--- config.mk ---
export PLATFORM = sky130hd
export DESIGN_NAME = rsq_ctrl
export DESIGN_NICKNAME = d
export VERILOG_FILES = /design/src/rsq_pkg.sv /design/src/rsq_ctrl.sv
export SDC_FILE = /design/constraint.sdc
export NUM_CORES = 1
export LEC_CHECK = 0
export ABC_AREA = 1
export BUFFER_PORTS_ARGS = -buffer_cell sky130_fd_sc_hd__buf_2
export CAP_MARGIN = 20
export CELL_PAD_IN_SITES_DETAIL_PLACEMENT = 0
export CELL_PAD_IN_SITES_GLOBAL_PLACEMENT = 2
export CORE_AREA = 2 2 52 54
export CTS_BUF_LIST = sky130_fd_sc_hd__clkbuf_8
export CTS_CLUSTER_DIAMETER = 200
export DETAILED_ROUTE_END_ITERATION = 6
export DIE_AREA = 0 0 54 56
export PLACE_DENSITY_LB_ADDON = 0.1
export SYNTH_ARGS = -nofsm -noshare
export SYNTH_HDL_FRONTEND = slang
export SYNTH_SLANG_ARGS = --single-unit
--- constraint.sdc ---
create_clock -name clk_i -period 1.7 [get_ports clk_i]
set_clock_uncertainty 0.15 [all_clocks]
set_input_delay 0.17 -clock clk_i [delete_from_list [all_inputs] [get_ports clk_i]]
set_output_delay 0.17 -clock clk_i [all_outputs]
set_load 0.01 [all_outputs]
--- src/rsq_pkg.sv ---
// Shared constants, types and state codes for the R squared accumulator.
// Used by rsq_ctrl, rsq_dp and r_square_accumulator; no dependencies.
`default_nettype none

package rsq_pkg;

  localparam int SAMPLE_BITS = 16;
  localparam int MAX_PAIRS   = 65536;
  localparam int FRAC_BITS   = 16;
  localparam int OUT_BITS    = 24;
  localparam int STATUS_W    = 2;

  localparam int CNT_W    = $clog2(MAX_PAIRS + 1);
  localparam int SUM_W    = SAMPLE_BITS + CNT_W;
  localparam int MAG_W    = SUM_W - 1;
  localparam int SQ_W     = 2 * SAMPLE_BITS + CNT_W - 1;
  localparam int ESS_W    = 2 * SAMPLE_BITS + CNT_W + 1;
  localparam int SQ_LO_W  = SQ_W / 2;
  localparam int SQ_HI_W  = SQ_W - SQ_LO_W;
  localparam int ESS_LO_W = ESS_W / 2;
  localparam int ESS_HI_W = ESS_W - ESS_LO_W;
  localparam int OP_W     = MAG_W;
  localparam int PROD_W   = 2 * OP_W;
  localparam int A_W      = CNT_W + SQ_W;
  localparam int B_W      = 2 * MAG_W;
  localparam int NUM_W    = CNT_W + ESS_W;
  localparam int DEN_W    = A_W;
  localparam int DVD_W    = NUM_W + FRAC_BITS;
  localparam int Q_W      = ((OUT_BITS > FRAC_BITS) ? OUT_BITS : FRAC_BITS) + 1;
  localparam int STEP_W   = $clog2(DVD_W);

  localparam logic [CNT_W-1:0]  MAX_CNT  = CNT_W'(MAX_PAIRS);
  localparam logic [STEP_W-1:0] MUL_LAST = STEP_W'(5);
  localparam logic [STEP_W-1:0] DIV_LAST = STEP_W'(DVD_W - 1);

  localparam logic [Q_W-1:0]        ONE_Q   = Q_W'(1) << FRAC_BITS;
  localparam logic [Q_W-1:0]        LIM_Q   = ONE_Q + (Q_W'(1) << (OUT_BITS - 1));
  localparam logic signed [Q_W:0]   RES_MAX = (Q_W + 1)'((64'd1 << (OUT_BITS - 1)) - 64'd1);
  localparam logic [OUT_BITS-1:0]   OUT_MIN = OUT_BITS'(1) << (OUT_BITS - 1);

  typedef enum logic [STATUS_W-1:0] {
    RSQ_OK   = 2'd0,
    RSQ_FLAT = 2'd1,
    RSQ_LONG = 2'd2
  } rsq_status_e;

  typedef enum logic [2:0] {
    ST_IDLE,
    ST_MUL,
    ST_CHECK,
    ST_DIV,
    ST_DONE
  } rsq_state_e;

  typedef struct packed {
    logic              acc;
    logic              mul;
    logic              check;
    logic              div;
    logic              load;
    logic [STEP_W-1:0] step;
  } rsq_cmd_t;

  typedef struct packed {
    logic overflow;
    logic var_zero;
    logic out_free;
  } rsq_sts_t;

endpackage

`default_nettype wire

--- src/rsq_ctrl.sv ---
// Sequencer for the R squared accumulator: accepts pairs, then steps the
// datapath through the multiply, check and divide phases. Uses rsq_pkg.
`default_nettype none

module rsq_ctrl
  import rsq_pkg::*;
(
  input  wire logic     clk_i,
  input  wire logic     rst_ni,
  input  wire logic     s_tvalid_i,
  input  wire logic     s_tlast_i,
  input  wire rsq_sts_t sts_i,
  output logic          s_tready_o,
  output rsq_cmd_t      cmd_o
);

  rsq_state_e        state_q, state_d;
  logic [STEP_W-1:0] step_q, step_d;

  always_ff @(posedge clk_i or negedge rst_ni) begin
    if (!rst_ni) begin
      state_q <= ST_IDLE;
      step_q  <= '0;
    end else begin
      state_q <= state_d;
      step_q  <= step_d;
    end
  end

  always_comb begin
    state_d    = state_q;
    step_d     = step_q;
    s_tready_o = 1'b0;
    cmd_o      = '0;
    cmd_o.step = step_q;
    unique case (state_q)
      ST_IDLE: begin
        s_tready_o = 1'b1;
        cmd_o.acc  = s_tvalid_i;
        if (s_tvalid_i && s_tlast_i) begin
          state_d = ST_MUL;
          step_d  = '0;
        end
      end
      ST_MUL: begin
        cmd_o.mul = 1'b1;
        step_d    = step_q + STEP_W'(1);
        if (step_q == MUL_LAST) begin
          state_d = ST_CHECK;
        end
      end
      ST_CHECK: begin
        cmd_o.check = 1'b1;
        step_d      = '0;
        if (sts_i.overflow || sts_i.var_zero) begin
          state_d = ST_DONE;
        end else begin
          state_d = ST_DIV;
        end
      end
      ST_DIV: begin
        cmd_o.div = 1'b1;
        step_d    = step_q + STEP_W'(1);
        if (step_q == DIV_LAST) begin
          state_d = ST_DONE;
        end
      end
      ST_DONE: begin
        if (sts_i.out_free) begin
          cmd_o.load = 1'b1;
          state_d    = ST_IDLE;
        end
      end
      default: begin
        state_d = ST_IDLE;
      end
    endcase
  end

  a_ctrl_load_free: assert property (@(posedge clk_i) disable iff (!rst_ni)
    cmd_o.load |-> sts_i.out_free)
    else $error("result loaded while output register occupied");

  a_ctrl_skip_div: assert property (@(posedge clk_i) disable iff (!rst_ni)
    (state_q == ST_CHECK && sts_i.overflow) |=> state_q == ST_DONE)
    else $error("division started on an overlong block");

  a_ctrl_mul_step: assert property (@(posedge clk_i) disable iff (!rst_ni)
    (state_q == ST_MUL) |-> step_q <= MUL_LAST)
    else $error("multiply step out of range");

  a_ctrl_last_exit: assert property (@(posedge clk_i) disable iff (!rst_ni)
    (state_q == ST_IDLE && s_tvalid_i && s_tlast_i) |=> state_q == ST_MUL && step_q == '0)
    else $error("block end did not start the multiply phase");

endmodule

`default_nettype wire

---- Yosys cells after proc, flatten, opt, wreduce, memory -nomap -nowiden ----
Index checks and enable logic that the tools add are counted.
operators by class
  add/sub/neg operators ................... 1
  multipliers ............................. 0
  div/mod/pow operators ................... 0
  magnitude comparators ................... 0
  equal/unequal tests ..................... 10
  shifts and indexed selects .............. 0
  mux-type cells .......................... 15
  bitwise operators ....................... 0
  reductions and logical operators ........ 7
operator list
  operator                                             count
  one-hot mux 7 bit (3 select lines)                   1
  2-to-1 mux 3 bit                                     5
  one-hot mux 3 bit (5 select lines)                   1
  != test 2 bit, second input constant                 4
  adder 7 x 1 -> 7 bit, second input constant          1
  equality test 7 x 3 -> 1 bit, second input constant  1
  equality test 7 bit, second input constant           1
  2-to-1 mux 1 bit                                     7
  2-to-1 mux 7 bit                                     1
  equality test 3 x 2 -> 1 bit, second input constant  2
  AND reduction 4 bit                                  1
  equality test 3 x 1 -> 1 bit, second input constant  1
  equality test 3 bit, second input constant           1
  logical NOT 3 bit                                    1
  nonzero test 3 bit                                   1
  AND reduction 2 bit                                  1
  OR reduction 2 bit                                   1
  logical AND 1 bit                                    1
  logical OR 1 bit                                     1
storage, ports and cells
  register bits after elaboration ......... 10
  bits in latches ......................... 0
  memory bits (writable) .................. 0
  bits in read-only memories .............. 0
  output and inout bits ................... 13
  logic and storage cells ................. 35
  memories kept ........................... 0

---- Logic depth before layout (Yosys ltp) ----
  word-level depth ........................ 4
  gate-level depth with buffers ........... 8
  gate-level depth less buffers ........... 8

---- Least setup slack after synthesis ----
Ideal clock, no wire load.
  path type ............................... register -> register
  start point ............................. register step_q[0]
  end point ............................... register state_q[0]
  library setup time ...................... 0.118 ns
  arrival time ............................ 1.095 ns
  required time ........................... 1.432 ns
  path slack .............................. 0.337 ns
  cell stages (with the launch flop) ...... 9
  buffers on the path ..................... 0
  clock period less this slack ............ 1.363 ns
  path through ............................ dfrtp_1 inv_1 ha_1 nand2_1 inv_1 nand3_1 nand2_2 nand2_1 a21o_1
on the way
  cells in the longest elaborated chain, start to end .. 3
  elaborated cells on any way between the ends .. 5
  those cells by class .................... eq/ne (4); reduce/logical (1)
ends and longest elaborated chain
  element                                                                     line                            RTL
  start: declaration                                                          rsq_ctrl.sv:18                  logic [STEP_W-1:0] step_q, step_d;
  start signal: assignment                                                    rsq_ctrl.sv:26                  step_q <= step_d;
  equality test 7 bit / equality test 7 x 3 -> 1 bit (equally long branches)  rsq_ctrl.sv:64, rsq_ctrl.sv:48
  != test 2 bit (no line)                                                     --
  AND reduction 4 bit (no line) (*)                                           --
  end signal: assignment                                                      rsq_ctrl.sv:25                  state_q <= state_d;
  end: declaration                                                            rsq_ctrl.sv:17                  rsq_state_e state_q, state_d;
Every way passes the cells marked *; elsewhere a longest branch is shown, timed or not.
A chain may end at the register's enable or synchronous reset.

==> impl_metrics.toml <==
[status]
outcome = "finished clean"

[global_routing]
grt_start_max_net_pins = 11
antenna_found_initial = 0
grt_usage_pct = 12.41
grt_pass1_vias = 644
grt_pass1_wl_um = 2725
grt-ovfl-total = 0

[worst_setup_path]
startpoint_type = "register"
r2r-end = "state_q[0]"
rrSetupSlack_ns = 0.28
r2r_start = "step_q[0]"
crit_path_end = "cmd_o[11]"
crit_path_start = "state_q[0]"
cp-end-kind = "primary output"
path_max_fanout = 5
crit_required_ns = 1.38
reg2reg_depth = 8
path_class = "register to primary output"
worstPathArrival_ns = 1.21

[timing]
finalCritPeriodShare_pct = 90.25
finalHoldViolations = 0
maxSlewViolCount = 0
fin_tns_setup_ns = 0
rsz0062_at_grt = "no"
period_needed_ns = 1.534
slew_headroom_pct = 81.39
setup_ws_ns = 0.1658
setup-violations-final = 0
worstMarginPinSlew_ns = 0.2785
clock.fmax_mhz = 651.8

[synth]
ys_ff_latch = 10
synthCells = 93
synth_cell_types = 17
postSynthAreaPerCell_um2 = 7.117
ys_warn_count = 0
syn-cell-area_um2 = 661.9
synth_nets = 103
seq_area_frac_synth_pct = 37.81

[routing]
firstDrtPassIters = 5
wl_per_cell_um = 11.33
drc_errors = 0
drt_wl_total_um = 1666
ant_nets = 0
vias = 654
drt_iter0_markers = 9
viasPerCell = 4.449

[floorplan]
die_h_um = 56
initial_core_util_pct = 27.21
coreArea_mm2 = 0.002432
ios = 20
die_w_um = 54
num_rows = 18
dieArea_mm2 = 0.003024

[clock_tree]
cts.clk_slew.worst_paths_ns = 0.05
clkLatencyLatePin_ns = 0.23
clock-sinks = 10
clockBufferDepth = 2
tritoncts = "built"
postCtsSetupBuffers = 0
cts-root-buf = "clkbuf_8"
cts_buffers = 3
cts.htree.levels = 1

[placement]
place.gp.congestion = 0.8332
port_buffers = 19
dp_hpwl_um = 1333
dp_cells = 142
pre_cts_ws_ns = 0.2744

[power_and_ir_drop]
power.density_mw_per_mm2 = 1782
irDropWorstVdd_mv = 0.7531
leakagePower_nw = 0.4878

[cells_and_area]
final_cells = 147
final_common_cell = "buf_2"
nFillCells = 279
drive_above_1_share_pct = 28.21
n_antenna_cell = 0
syn2layout_area_growth_pct = 30.62
mostFrequentLayoutCells = "19 x buf_2, 17 x nand2_1, 16 x inv_1, 11 x nand3_1"
finalNetCount = 128

[hold_path]
hold_path.class = "input port to register"

[flow_run]
cap_violations = 0
-- how the worst min path moves through the flow --
stage | start | depth (start not counted) | slack (ns) | end
after CTS | sts_i[0] | 4 | 0.08 | state_q[2]
after global placement | rst_ni | 1 | -0.09 | step_q[0]
final | sts_i[0] | 4 | 0.08 | state_q[2]
after global routing | sts_i[0] | 4 | 0.14 | state_q[2]
after detailed placement | rst_ni | 1 | -0.09 | step_q[0]
after floorplan | rst_ni | 0 | -0.28 | state_q[0]
-- cell usage after synthesis --
cell	n	area [µm²]
a21o_1	1	7.510
a21oi_1	2	10.01
a21oi_4	1	16.27
dfrtp_1	10	250.2
ha_1	3	37.54
inv_1	16	60.06
inv_2	2	7.510
nand2_1	17	63.81
nand2_2	3	18.77
nand3_1	11	55.05
nand4_1	4	25.02
nor2_1	10	37.54
nor2_2	3	18.77
nor4_1	1	6.260
o21ai_0	7	35.03
o22ai_1	1	6.260
or2_2	1	6.260
-- kinds of logic after synthesis --
kind of cell	Yosys count	synth area share (%)
and+or+nand+nor	50	34.97
buffers and inverters	18	10.21
AOI/OAI and AO/OA	12	11.34
DFF	10	37.81
adders and majority gates	3	5.672
-- per-stage QoR --
step	hold WS (ns)	util, %	area, µm²	power [mW]
after global routing	0.1422	35.55	864.6	1.692
final	0.08365	35.55	864.6	1.540
after floorplan	-0.2756	-	661.9	0.9811
after detailed placement	-0.09320	32.66	794.5	1.245
after CTS	0.08379	35.34	859.6	1.557
after global placement	-0.09183	32.66	794.5	1.252
-- critical path, stage by stage (launching register included) --
cell and delay, ns:
dfrtp_1 0.45, nor2_4 0.19, nand2_1 0.12, nor2_1 0.09
buf_2 0.13
-- registers in the layout (all words and copies together) (netlist names) --
signal and count:
state_q 3, step_q 7
-- layout make-up --
cell class / instances / area (µm²) / area share [%]
Inverter: 18 / 67.56 / 7.815
Multi-Input combinational cell: 65 / 349.1 / 40.38
Clock buffer: 4 / 55.05 / 6.368
Sequential cell: 10 / 250.2 / 28.94
Timing Repair Buffer: 20 / 105.1 / 12.16
Tap cell: 30 / 37.54 / 4.342
-- metal layers --
metal | GRT usage [%] | vias up | wire length, µm
met1 | 14.71 | 295 | 751
met5 | 0 | - | 0
met2 | 20.38 | 11 | 844
met3 | 3.226 | 2 | 61
li1 | - | 346 | -
met4 | 5.357 | 0 | 9
-- power breakdown --
group	switching, mW	total (mW)	internal, mW
Clock	0.0968	0.301	0.204
Sequential	0.134	0.458	0.323
Combinational	0.488	0.782	0.294
-- what timing repair did --
action | 4_1_cts | 5_1_grt
resized for setup | 0 | 1
setup endpoints to repair | 0 | 1
hold buffers | 1 | 0
endpoints found under the hold margin | 10 | 0
Note: power is estimated with default switching activity, not from simulation.
